<file path="config.mk">
export PLATFORM = sky130hd
export DESIGN_NAME = rssi_similarity_sybil_detector
export DESIGN_NICKNAME = d
export VERILOG_FILES = /design/src/hw/rtl/ssd_pkg.sv /design/src/hw/rtl/rssi_similarity_sybil_detector.sv /design/src/hw/rtl/ssd_sample_mem.sv /design/src/hw/rtl/ssd_stat_unit.sv
export VERILOG_INCLUDE_DIRS = /design/src /design/src/hw/rtl
export SDC_FILE = /design/constraint.sdc
export NUM_CORES = 2
export LEC_CHECK = 0
export BUFFER_PORTS_ARGS = -buffer_cell sky130_fd_sc_hd__buf_4
export CORE_ASPECT_RATIO = 0.5
export CORE_MARGIN = 8
export CORE_UTILIZATION = 35
export DETAILED_ROUTE_END_ITERATION = 10
export PLACE_DENSITY = 0.58
export SETUP_SLACK_MARGIN = 0.02
export SLEW_MARGIN = 15
export SYNTH_ARGS = -nofsm -noshare
export SYNTH_HDL_FRONTEND = slang
export SYNTH_HIERARCHICAL = 1
export SYNTH_SLANG_ARGS = --single-unit
</file>
<file path="constraint.sdc">
create_clock -name i_clk -period 11.4 [get_ports i_clk]
set_input_delay 1.14 -clock i_clk [delete_from_list [all_inputs] [get_ports i_clk]]
set_output_delay 1.14 -clock i_clk [all_outputs]
set_load 0.05 [all_outputs]
</file>
<file path="src/hw/rtl/rssi_similarity_sybil_detector_assert.svh">
// Assertion macros used by the top-level RTL file.
`ifndef RSSI_SIMILARITY_SYBIL_DETECTOR_ASSERT_SVH
`define RSSI_SIMILARITY_SYBIL_DETECTOR_ASSERT_SVH
`ifndef SYNTHESIS
// Condition holds at every clock edge outside reset.
`define SSD_ASSERT_ALWAYS(lbl, cond, msg) \
    lbl: assert property (@(posedge i_clk) disable iff (!i_rst_n) (cond)) else $error(msg);
// Antecedent at one edge implies consequent at the next.
`define SSD_ASSERT_NEXT(lbl, ante, cons, msg) \
    lbl: assert property (@(posedge i_clk) disable iff (!i_rst_n) (ante) |=> (cons)) \
        else $error(msg);
`else
`define SSD_ASSERT_ALWAYS(lbl, cond, msg)
`define SSD_ASSERT_NEXT(lbl, ante, cons, msg)
`endif
`endif

</file>
<file path="src/hw/rtl/ssd_pkg.sv">
// ----------------------------------------------------------------------------
// ssd_pkg
// Types, sizes and arithmetic constants of the RSSI similarity detector.
// ----------------------------------------------------------------------------
package ssd_pkg;

    localparam int TABLE_ENTRIES = 8;
    localparam int WINDOW_DEPTH  = 10;

    localparam int IDX_W    = $clog2(TABLE_ENTRIES);
    localparam int CNT_W    = $clog2(WINDOW_DEPTH + 1);
    localparam int MEM_DEPTH = TABLE_ENTRIES * WINDOW_DEPTH;
    localparam int ADDR_W   = $clog2(MEM_DEPTH);

    localparam int SMP_W    = 8;
    localparam int SUM_W    = SMP_W + CNT_W;
    localparam int SQ_W     = 2 * SMP_W + CNT_W;
    localparam int VAR_W    = 2 * SMP_W;
    localparam int DEV_W    = SMP_W;
    localparam int MEAN_W   = SMP_W;
    localparam int SPREAD_W = 3;
    localparam int BAND_W   = DEV_W + SPREAD_W + 1;

    // reciprocal multipliers for the two divisions by the window depth
    localparam int SUM_SHIFT   = 16;
    localparam int RECIP_SUM_W = 17;
    localparam logic [RECIP_SUM_W-1:0] RECIP_SUM =
        RECIP_SUM_W'((2**SUM_SHIFT + WINDOW_DEPTH - 1) / WINDOW_DEPTH);
    localparam int SQ_SHIFT    = 23;
    localparam int RECIP_SQ_W  = 24;
    localparam logic [RECIP_SQ_W-1:0] RECIP_SQ =
        RECIP_SQ_W'((2**SQ_SHIFT + WINDOW_DEPTH - 1) / WINDOW_DEPTH);
    localparam int PROD_W = SQ_W + RECIP_SQ_W;

    localparam logic [2:0] SPREAD_RESET = 3'd2;

    localparam logic [2:0] K_REG    = 3'd0;
    localparam logic [2:0] K_PUSH   = 3'd1;
    localparam logic [2:0] K_POP    = 3'd2;
    localparam logic [2:0] K_CLR    = 3'd3;
    localparam logic [2:0] K_CHECK  = 3'd4;
    localparam logic [2:0] K_CLRSUS = 3'd5;

    typedef struct packed {
        logic [2:0]        kind;
        logic [7:0]        node_id;
        logic signed [7:0] sample;
    } t_cmd;

    typedef struct packed {
        logic              id_present;
        logic              window_full;
        logic signed [7:0] popped_sample;
        logic [3:0]        entries_used;
        logic              table_overflow;
        logic [2:0]        group_index;
        logic [7:0]        member_id;
        logic              member_valid;
        logic              last_in_group;
        logic              any_suspect;
        logic              last;
    } t_result;

    typedef struct packed {
        logic mean_go;
        logic dev_go;
    } t_stat_req;

    typedef enum logic [3:0] {
        S_IDLE, S_DECODE, S_ZERO, S_POP, S_SHIFT, S_ST_NEXT, S_SUM, S_MEAN,
        S_SQ, S_DEV, S_PAIR, S_REF, S_FIN, S_RESP
    } t_state;

    typedef enum logic [2:0] {
        SU_IDLE, SU_MEAN, SU_DIV, SU_ROOT, SU_BAND
    } t_stat_state;

    function automatic logic [ADDR_W-1:0] base_addr(input logic [IDX_W-1:0] idx);
        base_addr = ADDR_W'(idx) * ADDR_W'(WINDOW_DEPTH);
    endfunction

endpackage

</file>
<file path="src/hw/rtl/rssi_similarity_sybil_detector.sv">
// ----------------------------------------------------------------------------
// rssi_similarity_sybil_detector
// Neighbor table with RSSI sample windows and a similarity check that
// reports groups of IDs with near-identical mean signal strength.
// ----------------------------------------------------------------------------
// Register, push, pop, clear and flag commands return a single result beat.
// Check: stats for every full window, then each (id, id) pair of full windows
//   and each group is visited; beats stream out, one per cycle max.
// Throughput: one command at a time; busy is high from accept until the last
//   beat is loaded into the output register. The receiver cannot stall.
// Reset: synchronous active low; table empty, suspect flag clear, spread 2.
//   The sample memory needs no clearing: slots are zeroed on registration.
module rssi_similarity_sybil_detector (
    input  logic                 i_clk,
    input  logic                 i_rst_n,
    input  logic                 start,
    output logic                 busy,
    input  ssd_pkg::t_cmd        i_cmd,
    input  logic                 i_cfg_we,
    input  logic [2:0]           i_cfg_wdata,
    output logic                 o_strobe,
    output ssd_pkg::t_result     o_result
);
    `include "rssi_similarity_sybil_detector_assert.svh"

    localparam int TE = ssd_pkg::TABLE_ENTRIES;
    localparam int WD = ssd_pkg::WINDOW_DEPTH;
    localparam int IW = ssd_pkg::IDX_W;
    localparam int CW = ssd_pkg::CNT_W;
    localparam int AW = ssd_pkg::ADDR_W;

    ssd_pkg::t_state r_state, n_state;

    // command beat
    logic [2:0]  r_kind, n_kind;
    logic [7:0]  r_id, n_id;
    logic [7:0]  r_smp, n_smp;

    // table: valid bits, ids and fill counts in flops, looked up in parallel
    logic [TE-1:0] r_valid, n_valid;
    logic [7:0]    r_eid [TE];
    logic [7:0]    n_eid [TE];
    logic [CW-1:0] r_cnt [TE];
    logic [CW-1:0] n_cnt [TE];

    // per-entry check results
    logic signed [ssd_pkg::MEAN_W-1:0] r_mean [TE];
    logic signed [ssd_pkg::MEAN_W-1:0] n_mean [TE];
    logic signed [ssd_pkg::BAND_W-1:0] r_lo [TE];
    logic signed [ssd_pkg::BAND_W-1:0] n_lo [TE];
    logic signed [ssd_pkg::BAND_W-1:0] r_hi [TE];
    logic signed [ssd_pkg::BAND_W-1:0] n_hi [TE];

    // sequencer working registers
    logic [IW-1:0] r_e, n_e;
    logic [CW-1:0] r_k, n_k;
    logic          r_rv, n_rv;
    logic signed [ssd_pkg::SUM_W-1:0]  r_sum, n_sum;
    logic [ssd_pkg::SQ_W-1:0]          r_sq, n_sq;
    logic signed [ssd_pkg::MEAN_W-1:0] r_mcur, n_mcur;
    logic [IW:0]   r_i, n_i;
    logic [IW-1:0] r_j, n_j;
    logic [IW:0]   r_nfull, n_nfull;
    logic          r_found, n_found;
    logic [2:0]    r_grp, n_grp;

    // one member held back so the final beat can carry last
    logic          r_pvld, n_pvld;
    logic [7:0]    r_pid, n_pid;
    logic [2:0]    r_pgrp, n_pgrp;
    logic          r_plig, n_plig;

    logic [7:0]    r_popped, n_popped;
    logic          r_ovf, n_ovf;
    logic [2:0]    r_spread, n_spread;
    logic          r_suspect, n_suspect;

    logic               r_ovld, n_ovld;
    ssd_pkg::t_result   r_out, n_out;

    // memory port
    logic          mem_we;
    logic [AW-1:0] mem_waddr, mem_raddr;
    logic [7:0]    mem_wdata, mem_rdata;

    ssd_pkg::t_stat_req stat_req;
    logic                              stat_done;
    logic signed [ssd_pkg::MEAN_W-1:0] stat_mean;
    logic signed [ssd_pkg::BAND_W-1:0] stat_lo, stat_hi;

    // lookup and status
    logic          hit, free_ok;
    logic [IW-1:0] hit_idx, free_idx;
    logic [3:0]    used;
    logic [TE-1:0] full;
    logic          st_wf;
    logic [IW-1:0] ii;
    logic          pair_hit;
    logic signed [9:0]  dif;
    logic signed [19:0] dsq;

    ssd_sample_mem u_mem (
        .i_clk   (i_clk),
        .i_we    (mem_we),
        .i_waddr (mem_waddr),
        .i_wdata (mem_wdata),
        .i_raddr (mem_raddr),
        .o_rdata (mem_rdata)
    );

    ssd_stat_unit u_stat (
        .i_clk    (i_clk),
        .i_rst_n  (i_rst_n),
        .i_req    (stat_req),
        .i_sum    (r_sum),
        .i_sq     (r_sq),
        .i_mean   (r_mcur),
        .i_spread (r_spread),
        .o_done   (stat_done),
        .o_mean   (stat_mean),
        .o_lo     (stat_lo),
        .o_hi     (stat_hi)
    );

    always_comb begin
        hit = 1'b0;
        hit_idx = '0;
        free_ok = 1'b0;
        free_idx = '0;
        used = '0;
        for (int i = 0; i < TE; i++) begin
            if (!hit && r_valid[i] && r_eid[i] == r_id) begin
                hit = 1'b1;
                hit_idx = IW'(i);
            end
            if (!free_ok && !r_valid[i]) begin
                free_ok = 1'b1;
                free_idx = IW'(i);
            end
            used = used + 4'(r_valid[i]);
            full[i] = r_valid[i] && (r_cnt[i] >= CW'(WD));
        end
        st_wf = hit && (r_cnt[hit_idx] >= CW'(WD));
    end

    always_ff @(posedge i_clk) begin
        if (!i_rst_n) begin
            r_state   <= ssd_pkg::S_IDLE;
            r_valid   <= '0;
            for (int i = 0; i < TE; i++) begin
                r_cnt[i] <= '0;
            end
            r_spread  <= ssd_pkg::SPREAD_RESET;
            r_suspect <= 1'b0;
            r_ovld    <= 1'b0;
            r_pvld    <= 1'b0;
        end else begin
            r_state   <= n_state;
            r_valid   <= n_valid;
            r_cnt     <= n_cnt;
            r_spread  <= n_spread;
            r_suspect <= n_suspect;
            r_ovld    <= n_ovld;
            r_pvld    <= n_pvld;
        end
        r_kind   <= n_kind;
        r_id     <= n_id;
        r_smp    <= n_smp;
        r_eid    <= n_eid;
        r_mean   <= n_mean;
        r_lo     <= n_lo;
        r_hi     <= n_hi;
        r_e      <= n_e;
        r_k      <= n_k;
        r_rv     <= n_rv;
        r_sum    <= n_sum;
        r_sq     <= n_sq;
        r_mcur   <= n_mcur;
        r_i      <= n_i;
        r_j      <= n_j;
        r_nfull  <= n_nfull;
        r_found  <= n_found;
        r_grp    <= n_grp;
        r_pid    <= n_pid;
        r_pgrp   <= n_pgrp;
        r_plig   <= n_plig;
        r_popped <= n_popped;
        r_ovf    <= n_ovf;
        r_out    <= n_out;
    end

    always_comb begin
        n_state = r_state;
        n_kind = r_kind; n_id = r_id; n_smp = r_smp;
        n_valid = r_valid; n_eid = r_eid; n_cnt = r_cnt;
        n_mean = r_mean; n_lo = r_lo; n_hi = r_hi;
        n_e = r_e; n_k = r_k; n_rv = 1'b0;
        n_sum = r_sum; n_sq = r_sq; n_mcur = r_mcur;
        n_i = r_i; n_j = r_j; n_nfull = r_nfull; n_found = r_found; n_grp = r_grp;
        n_pvld = r_pvld; n_pid = r_pid; n_pgrp = r_pgrp; n_plig = r_plig;
        n_popped = r_popped; n_ovf = r_ovf;
        n_spread = i_cfg_we ? i_cfg_wdata : r_spread;
        n_suspect = r_suspect;
        stat_req = '0;
        mem_we = 1'b0;
        mem_waddr = '0;
        mem_wdata = '0;
        mem_raddr = '0;
        ii = r_i[IW-1:0];
        dif = $signed({{2{mem_rdata[7]}}, mem_rdata}) - 10'(r_mcur);
        dsq = 20'(dif) * 20'(dif);
        pair_hit = (r_j != ii) && full[r_j] &&
                   (ssd_pkg::BAND_W'(r_mean[r_j]) > r_lo[ii]) &&
                   (ssd_pkg::BAND_W'(r_mean[r_j]) < r_hi[ii]);

        // status fields of node_id after the operation, shared by all beats
        n_ovld = 1'b0;
        n_out = '0;
        n_out.id_present     = hit;
        n_out.window_full    = st_wf;
        n_out.popped_sample  = r_popped;
        n_out.entries_used   = used;
        n_out.table_overflow = r_ovf;
        n_out.any_suspect    = 1'b1;
        n_out.member_valid   = 1'b1;
        n_out.member_id      = r_pid;
        n_out.group_index    = r_pgrp;
        n_out.last_in_group  = r_plig;

        case (r_state)
            ssd_pkg::S_IDLE: begin
                if (start) begin
                    n_kind = i_cmd.kind;
                    n_id = i_cmd.node_id;
                    n_smp = i_cmd.sample;
                    n_popped = '0;
                    n_ovf = 1'b0;
                    n_state = ssd_pkg::S_DECODE;
                end
            end
            ssd_pkg::S_DECODE: begin
                n_state = ssd_pkg::S_RESP;
                case (r_kind)
                    ssd_pkg::K_REG: begin
                        if (!hit) begin
                            if (free_ok) begin
                                n_valid[free_idx] = 1'b1;
                                n_eid[free_idx] = r_id;
                                n_cnt[free_idx] = '0;
                                n_e = free_idx;
                                n_k = '0;
                                n_state = ssd_pkg::S_ZERO;
                            end else begin
                                n_ovf = 1'b1;
                            end
                        end
                    end
                    ssd_pkg::K_PUSH: begin
                        // a full window drops the sample
                        if (hit && r_cnt[hit_idx] < CW'(WD)) begin
                            mem_we = 1'b1;
                            mem_waddr = ssd_pkg::base_addr(hit_idx) + AW'(r_cnt[hit_idx]);
                            mem_wdata = r_smp;
                            n_cnt[hit_idx] = r_cnt[hit_idx] + CW'(1);
                        end
                    end
                    ssd_pkg::K_POP: begin
                        if (hit) begin
                            n_e = hit_idx;
                            mem_raddr = ssd_pkg::base_addr(hit_idx);
                            n_state = ssd_pkg::S_POP;
                        end
                    end
                    ssd_pkg::K_CLR: begin
                        n_valid = '0;
                        for (int i = 0; i < TE; i++) begin
                            n_cnt[i] = '0;
                        end
                    end
                    ssd_pkg::K_CHECK: begin
                        n_i = '0;
                        n_nfull = '0;
                        n_state = ssd_pkg::S_ST_NEXT;
                    end
                    ssd_pkg::K_CLRSUS: n_suspect = 1'b0;
                    default: n_state = ssd_pkg::S_RESP;
                endcase
            end
            ssd_pkg::S_ZERO: begin
                mem_we = 1'b1;
                mem_waddr = ssd_pkg::base_addr(r_e) + AW'(r_k);
                mem_wdata = '0;
                n_k = r_k + CW'(1);
                if (r_k == CW'(WD - 1)) begin
                    n_state = ssd_pkg::S_RESP;
                end
            end
            ssd_pkg::S_POP: begin
                // oldest slot comes back even from an empty window
                n_popped = mem_rdata;
                n_state = ssd_pkg::S_RESP;
                if (r_cnt[r_e] > CW'(1)) begin
                    mem_raddr = ssd_pkg::base_addr(r_e) + AW'(1);
                    n_k = '0;
                    n_state = ssd_pkg::S_SHIFT;
                end else if (r_cnt[r_e] != '0) begin
                    n_cnt[r_e] = r_cnt[r_e] - CW'(1);
                end
            end
            ssd_pkg::S_SHIFT: begin
                // slot k+1 read last cycle lands in slot k
                mem_we = 1'b1;
                mem_waddr = ssd_pkg::base_addr(r_e) + AW'(r_k);
                mem_wdata = mem_rdata;
                if ((r_k + CW'(2)) < r_cnt[r_e]) begin
                    mem_raddr = ssd_pkg::base_addr(r_e) + AW'(r_k) + AW'(2);
                    n_k = r_k + CW'(1);
                end else begin
                    n_cnt[r_e] = r_cnt[r_e] - CW'(1);
                    n_state = ssd_pkg::S_RESP;
                end
            end
            ssd_pkg::S_ST_NEXT: begin
                if (r_i == (IW+1)'(TE)) begin
                    if (r_nfull > (IW+1)'(1)) begin
                        n_i = '0;
                        n_j = '0;
                        n_found = 1'b0;
                        n_grp = '0;
                        n_pvld = 1'b0;
                        n_state = ssd_pkg::S_PAIR;
                    end else begin
                        n_state = ssd_pkg::S_RESP;
                    end
                end else if (full[ii]) begin
                    n_k = '0;
                    n_sum = '0;
                    n_state = ssd_pkg::S_SUM;
                end else begin
                    n_i = r_i + (IW+1)'(1);
                end
            end
            ssd_pkg::S_SUM: begin
                if (r_k < CW'(WD)) begin
                    mem_raddr = ssd_pkg::base_addr(ii) + AW'(r_k);
                    n_k = r_k + CW'(1);
                    n_rv = 1'b1;
                end
                if (r_rv) begin
                    n_sum = r_sum + ssd_pkg::SUM_W'($signed(mem_rdata));
                end
                if (r_k == CW'(WD) && !r_rv) begin
                    stat_req.mean_go = 1'b1;
                    n_state = ssd_pkg::S_MEAN;
                end
            end
            ssd_pkg::S_MEAN: begin
                if (stat_done) begin
                    n_mcur = stat_mean;
                    n_k = '0;
                    n_sq = '0;
                    n_state = ssd_pkg::S_SQ;
                end
            end
            ssd_pkg::S_SQ: begin
                if (r_k < CW'(WD)) begin
                    mem_raddr = ssd_pkg::base_addr(ii) + AW'(r_k);
                    n_k = r_k + CW'(1);
                    n_rv = 1'b1;
                end
                if (r_rv) begin
                    n_sq = r_sq + ssd_pkg::SQ_W'(dsq);
                end
                if (r_k == CW'(WD) && !r_rv) begin
                    stat_req.dev_go = 1'b1;
                    n_state = ssd_pkg::S_DEV;
                end
            end
            ssd_pkg::S_DEV: begin
                if (stat_done) begin
                    n_mean[ii] = r_mcur;
                    n_lo[ii] = stat_lo;
                    n_hi[ii] = stat_hi;
                    n_nfull = r_nfull + (IW+1)'(1);
                    n_i = r_i + (IW+1)'(1);
                    n_state = ssd_pkg::S_ST_NEXT;
                end
            end
            ssd_pkg::S_PAIR: begin
                if (r_i == (IW+1)'(TE)) begin
                    n_state = ssd_pkg::S_FIN;
                end else if (!full[ii]) begin
                    n_i = r_i + (IW+1)'(1);
                    n_j = '0;
                end else begin
                    if (pair_hit) begin
                        n_ovld = r_pvld;
                        n_pvld = 1'b1;
                        n_pid = r_eid[r_j];
                        n_pgrp = r_grp;
                        n_plig = 1'b0;
                        n_found = 1'b1;
                    end
                    if (r_j == IW'(TE - 1)) begin
                        if (r_found || pair_hit) begin
                            n_state = ssd_pkg::S_REF;
                        end else begin
                            n_i = r_i + (IW+1)'(1);
                            n_j = '0;
                        end
                    end else begin
                        n_j = r_j + IW'(1);
                    end
                end
            end
            ssd_pkg::S_REF: begin
                // reference id closes its group
                n_ovld = r_pvld;
                n_pvld = 1'b1;
                n_pid = r_eid[ii];
                n_pgrp = r_grp;
                n_plig = 1'b1;
                n_grp = r_grp + 3'd1;
                n_found = 1'b0;
                n_i = r_i + (IW+1)'(1);
                n_j = '0;
                n_state = ssd_pkg::S_PAIR;
            end
            ssd_pkg::S_FIN: begin
                if (r_pvld) begin
                    n_ovld = 1'b1;
                    n_out.last = 1'b1;
                    n_pvld = 1'b0;
                    n_suspect = 1'b1;
                    n_state = ssd_pkg::S_IDLE;
                end else begin
                    n_state = ssd_pkg::S_RESP;
                end
            end
            ssd_pkg::S_RESP: begin
                n_ovld = 1'b1;
                n_out.member_valid = 1'b0;
                n_out.member_id = '0;
                n_out.group_index = '0;
                n_out.last_in_group = 1'b0;
                n_out.any_suspect = r_suspect;
                n_out.last = 1'b1;
                n_state = ssd_pkg::S_IDLE;
            end
            default: n_state = ssd_pkg::S_IDLE;
        endcase
    end

    assign busy     = (r_state != ssd_pkg::S_IDLE);
    assign o_strobe = r_ovld;
    assign o_result = r_out;

    `SSD_ASSERT_ALWAYS(a_idle_beat_last, !o_strobe || o_result.member_valid || o_result.last, "empty beat must be last")
    `SSD_ASSERT_NEXT(a_last_gap, o_strobe && o_result.last, !o_strobe, "beat right after last beat")
    `SSD_ASSERT_NEXT(a_accept_busy, start && !busy, busy, "not busy after accept")
endmodule

</file>
<file path="src/hw/rtl/ssd_sample_mem.sv">
// ----------------------------------------------------------------------------
// ssd_sample_mem
// Sample window storage, one write and one registered read port.
// ----------------------------------------------------------------------------
module ssd_sample_mem (
    input  logic                            i_clk,
    input  logic                            i_we,
    input  logic [ssd_pkg::ADDR_W-1:0]      i_waddr,
    input  logic [ssd_pkg::SMP_W-1:0]       i_wdata,
    input  logic [ssd_pkg::ADDR_W-1:0]      i_raddr,
    output logic [ssd_pkg::SMP_W-1:0]       o_rdata
);
    logic [ssd_pkg::SMP_W-1:0] r_mem [ssd_pkg::MEM_DEPTH];
    logic [ssd_pkg::SMP_W-1:0] r_rdata;

    always_ff @(posedge i_clk) begin
        if (i_we) begin
            r_mem[i_waddr] <= i_wdata;
        end
        r_rdata <= r_mem[i_raddr];
    end

    assign o_rdata = r_rdata;
endmodule

</file>
<file path="src/hw/rtl/ssd_stat_unit.sv">
// ----------------------------------------------------------------------------
// ssd_stat_unit
// Window mean and similarity band: reciprocal divide, bitwise square root.
// ----------------------------------------------------------------------------
module ssd_stat_unit (
    input  logic                                   i_clk,
    input  logic                                   i_rst_n,
    input  ssd_pkg::t_stat_req                     i_req,
    input  logic signed [ssd_pkg::SUM_W-1:0]       i_sum,
    input  logic [ssd_pkg::SQ_W-1:0]               i_sq,
    input  logic signed [ssd_pkg::MEAN_W-1:0]      i_mean,
    input  logic [ssd_pkg::SPREAD_W-1:0]           i_spread,
    output logic                                   o_done,
    output logic signed [ssd_pkg::MEAN_W-1:0]      o_mean,
    output logic signed [ssd_pkg::BAND_W-1:0]      o_lo,
    output logic signed [ssd_pkg::BAND_W-1:0]      o_hi
);
    localparam int BIT_W = $clog2(ssd_pkg::DEV_W);

    ssd_pkg::t_stat_state r_st, n_st;
    logic [ssd_pkg::PROD_W-1:0]       r_prod, n_prod;
    logic                             r_neg, n_neg;
    logic [ssd_pkg::VAR_W-1:0]        r_v, n_v;
    logic [ssd_pkg::DEV_W-1:0]        r_root, n_root;
    logic [BIT_W-1:0]                 r_bit, n_bit;
    logic                             r_done, n_done;
    logic signed [ssd_pkg::MEAN_W-1:0] r_mean, n_mean;
    logic signed [ssd_pkg::BAND_W-1:0] r_lo, n_lo, r_hi, n_hi;

    logic [ssd_pkg::SUM_W-1:0]        mag;
    logic [ssd_pkg::MEAN_W:0]         quo;
    logic [ssd_pkg::DEV_W-1:0]        trial;
    logic [ssd_pkg::VAR_W-1:0]        trial_sq;
    logic [ssd_pkg::BAND_W-1:0]       md;

    always_ff @(posedge i_clk) begin
        if (!i_rst_n) begin
            r_st   <= ssd_pkg::SU_IDLE;
            r_done <= 1'b0;
        end else begin
            r_st   <= n_st;
            r_done <= n_done;
        end
        r_prod <= n_prod;
        r_neg  <= n_neg;
        r_v    <= n_v;
        r_root <= n_root;
        r_bit  <= n_bit;
        r_mean <= n_mean;
        r_lo   <= n_lo;
        r_hi   <= n_hi;
    end

    always_comb begin
        n_st   = r_st;
        n_prod = r_prod;
        n_neg  = r_neg;
        n_v    = r_v;
        n_root = r_root;
        n_bit  = r_bit;
        n_done = 1'b0;
        n_mean = r_mean;
        n_lo   = r_lo;
        n_hi   = r_hi;
        mag    = i_sum[ssd_pkg::SUM_W-1] ? ssd_pkg::SUM_W'(-i_sum) : ssd_pkg::SUM_W'(i_sum);
        quo    = (ssd_pkg::MEAN_W+1)'(r_prod >> ssd_pkg::SUM_SHIFT);
        trial  = r_root | (ssd_pkg::DEV_W'(1) << r_bit);
        trial_sq = ssd_pkg::VAR_W'(trial) * ssd_pkg::VAR_W'(trial);
        md     = ssd_pkg::BAND_W'(i_spread) * ssd_pkg::BAND_W'(r_root);
        case (r_st)
            ssd_pkg::SU_IDLE: begin
                if (i_req.mean_go) begin
                    n_prod = ssd_pkg::PROD_W'(mag) * ssd_pkg::PROD_W'(ssd_pkg::RECIP_SUM);
                    n_neg  = i_sum[ssd_pkg::SUM_W-1];
                    n_st   = ssd_pkg::SU_MEAN;
                end else if (i_req.dev_go) begin
                    n_prod = ssd_pkg::PROD_W'(i_sq) * ssd_pkg::PROD_W'(ssd_pkg::RECIP_SQ);
                    n_st   = ssd_pkg::SU_DIV;
                end
            end
            ssd_pkg::SU_MEAN: begin
                // truncation toward zero: divide the magnitude, restore sign
                n_mean = r_neg ? ssd_pkg::MEAN_W'(-quo) : ssd_pkg::MEAN_W'(quo);
                n_done = 1'b1;
                n_st   = ssd_pkg::SU_IDLE;
            end
            ssd_pkg::SU_DIV: begin
                n_v    = ssd_pkg::VAR_W'(r_prod >> ssd_pkg::SQ_SHIFT);
                n_root = '0;
                n_bit  = BIT_W'(ssd_pkg::DEV_W - 1);
                n_st   = ssd_pkg::SU_ROOT;
            end
            ssd_pkg::SU_ROOT: begin
                if (trial_sq <= r_v) begin
                    n_root = trial;
                end
                if (r_bit == '0) begin
                    n_st = ssd_pkg::SU_BAND;
                end else begin
                    n_bit = r_bit - BIT_W'(1);
                end
            end
            ssd_pkg::SU_BAND: begin
                n_lo   = ssd_pkg::BAND_W'(i_mean) - $signed(md);
                n_hi   = ssd_pkg::BAND_W'(i_mean) + $signed(md);
                n_done = 1'b1;
                n_st   = ssd_pkg::SU_IDLE;
            end
            default: n_st = ssd_pkg::SU_IDLE;
        endcase
    end

    assign o_done = r_done;
    assign o_mean = r_mean;
    assign o_lo   = r_lo;
    assign o_hi   = r_hi;
endmodule
</file>
==> impl_metrics.toml <==
[run_status]
outcome = "finished, final reports clean"

[floorplanning]
core-area_mm2 = 0.1994
dieArea_mm2 = 0.2155
ios = 58
start_util_pct = 35.12
die_w_um = 648.6
num_rows = 116
die_y_um = 332.3

[global_routing]
grt_overflow = 0
grt_pass1_vias = 43960
grt.total_usage_pct = 15.95
grt_max_degree = 109
grt_pass1_wl_mm = 270.1
grt_use_met3_pct = 2.500
busiest_layer = "met2"
grt_use_met2_pct = 25.75
antenna_found_initial = 6
grt_use_met1_pct = 22.36

[placed_design]
portBuffers = 57
place_congestion = 0.8962
hpwl_mm = 124.2

[setup_path]
critPathRequiredTime_ns = 11.87
crit_fanout = 13
worst-setup-path-type = "register to register"
reg2reg_to = "r_sq[18]$_SDFFCE_PN0P_"
worstSetupEndpointType = "register"
crit_arrival_ns = 9.63
rr_startpoint = "r_mcur[1]$_DFFE_PP_"
rrSetupSlack_ns = 2.23
cpPeakStageDelay_ns = 0.65
worstSetupStartpointType = "register"
slowest_stage = "edfxtp_1"
r2r_cells = 34

[layout]
fin_util_pct = 38.81
syn2layout_area_growth_pct = 10.52
drive_gt1_share_pct = 11.60
nNetsFinal = 6113

[timing]
grt_setup_unrepaired = "false"
tns_ns = 0
max_freq_mhz = 109.1
finalCritPeriodShare_pct = 80.42
clock_skew_ns = 0.03319
slew-limit-headroom_pct = 20.99
setup_viol = 0
period_minus_slack_ns = 9.168
tightest_slew_ns = 1.177
final-max-slew-violation-count = 0
hold_viol_final = 0

[logic_synthesis]
synth_ff_type = "edfxtp_1"
ys_seq_area_share_pct = 51.71
async_reset_ff_share_pct = 0
synth.cell_area_mm2 = 0.07004
synth_edf_count = 1144
ys_seq_elements = 1237
synth_top_area_share_pct = 49.05
synth_nets = 6058
syn_area_per_cell_um2 = 13.34
postSynthCellCount = 5249
synth_area_leaders = "edfxtp_1 49%, ha_1 9.0%, fa_1 8.0%"
synth.distinct_cells = 110
ys_warn_count = 6
yosys.area.top_type = "edfxtp_1"

[drt]
via_per_inst = 5.260
drt_iter0_drc = 3663
ant_nets = 0
routedWlPerCell_um = 21.93
dr_total_vias = 42370
wl_mm = 176.7
firstDrtPassIters = 6
drc = 0

[job]
cap_viol_max_count = 0

[min_path]
holdPathEnd = "o_result[24]$_DFF_P_"
hold_path.startpoint = "r_popped[4]$_SDFFCE_PN0P_"
hold_class = "register to register"
min_path_cells = 0

[cts]
post_cts_resize_count = 0
clk_latency_ns = 0.73
ctsHoldBuffers = 0
cts.htree.levels = 3
cts.path.max_buffers = 3
cts_setup_buffers = 0
cts_tree = "yes"
cts_made_buffers = 112
clk_pin_slew_ns = 0.09
root_buffer = "clkbuf_16"
cts.sinks = 1237
## cells in the mapped netlist, types with 11 or more instances
master / n
a211oi_1: 15
a21boi_0: 11
a21o_1: 59
a21oi_1: 171
a221oi_1: 49
a22o_1: 16
a22oi_1: 57
a31oi_1: 21
and2_1: 46
and3_1: 27
buf_1: 29
buf_2: 27
buf_6: 15
clkbuf_1: 103
dfxtp_1: 93
edfxtp_1: 1144
fa_1: 279
ha_1: 504
inv_1: 571
mux2_2: 11
mux2i_1: 136
mux4_2: 212
nand2_1: 304
nand2b_1: 32
nand3_1: 71
nand4_1: 34
nor2_1: 367
nor2b_1: 53
nor3_1: 65
nor3b_1: 12
o211ai_1: 27
o21a_1: 26
o21ai_0: 163
o21bai_1: 22
o221a_2: 16
o22ai_1: 17
o31ai_1: 15
or2_2: 14
or3_1: 27
xnor2_1: 160
xor2_1: 65
## registers in the layout, summed over array words and instances, names as in the netlist, 11 cells and up
register,count
r_lo,96
r_sq,20
r_mean,64
u_stat/r_prod,23
r_sum,12
u_mem/r_mem,640
u_stat/r_v,16
u_stat/o_lo,12
u_stat/o_hi,11
r_cnt,32
r_hi,96
o_result,30
r_eid,64
## cell usage in the layout, fill, tap and decap left out, types with 57 or more instances in the layout
cell	count
edfxtp_1	1144
inv_1	571
ha_1	504
nor2_1	357
nand2_1	303
fa_1	279
mux4_2	212
a21oi_1	171
xnor2_1	160
o21ai_0	159
mux2i_1	136
buf_4	121
clkbuf_16	112
dfxtp_1	93
nand3_1	71
xor2_1	65
nor3_1	64
a21o_1	59
a22oi_1	57
## how the worst max path moves through the flow
stage,start,end,slack [ns]
final,r_mcur[1]$_DFFE_PP_,r_sq[18]$_SDFFCE_PN0P_,2.23
after global routing,r_mcur[1]$_DFFE_PP_,r_sq[18]$_SDFFCE_PN0P_,1.30
after CTS,r_mcur[1]$_DFFE_PP_,r_sq[18]$_SDFFCE_PN0P_,2.21
after detailed placement,r_mcur[1]$_DFFE_PP_,r_sq[18]$_SDFFCE_PN0P_,2.24
after global placement,r_mcur[1]$_DFFE_PP_,r_sq[18]$_SDFFCE_PN0P_,2.21
after floorplan,r_mcur[1]$_DFFE_PP_,r_sq[18]$_SDFFCE_PN0P_,3.39
## worst max-delay path, delay by kind of cell, from the launching register on
family | cells | cell delay [ns]
AO/OA/AOI/OAI | 14 | 2.94
XOR/XNOR | 2 | 0.32
adder cells (fa/ha/maj) | 8 | 3.53
buffers and inverters | 6 | 0.85
flip-flops | 1 | 0.65
AND/OR/NAND/NOR | 4 | 0.60
## layer usage
| metal | wire length (µm) | share of wire (%) | vias up |
|---|---|---|---|
| met5 | 0 | 0 | - |
| met4 | 4665 | 2.6 | 0 |
| met3 | 10600 | 6.0 | 238 |
| met2 | 80820 | 46 | 1277 |
| met1 | 80570 | 46 | 21530 |
| li1 | - | - | 19330 |
## logic make-up (layout without fill, tap and decap cells)
logic type | Yosys count | in the layout | synth area share (%)
other | 2 | 4 | 0.01072
xor gates and xnor gates | 229 | 229 | 2.907
DFF | 1237 | 1237 | 51.71
muxes | 360 | 360 | 8.954
and+or+nand+nor | 1098 | 1098 | 7.398
buffers and inverters | 757 | 906 | 4.311
AOI/OAI and AO/OA | 783 | 783 | 7.734
adders and majority gates | 783 | 783 | 16.98
## metrics by stage
stage | cells | setup WS, ns | cell area, µm² | hold slack [ns]
floorplan | 5249 | 3.392 | 70040 | 0.3233
global placement | 7845 | 2.212 | 73600 | 0.3399
detailed placement | 7845 | 2.245 | 73600 | 0.3411
CTS | 8053 | 2.208 | 77400 | 0.3620
global route | 8053 | 1.304 | 77400 | 0.3660
finish | 8055 | 2.232 | 77400 | 0.3586
## layout make-up
type / instances / area (µm²)
inverters: 574 / 2155
multi-input cells: 3255 / 30940
clock buffers: 131 / 2904
well taps: 2655 / 3322
diodes: 2 / 5.005
flip-flops and latches: 1237 / 36210
clock inverters: 77 / 894.6
repair buffers: 124 / 968.4
fillers: 18570 / 122000
Power is left out: the tool's default activity adds up to more than one toggle a clock period on the data nets, which glitch-free logic cannot reach.
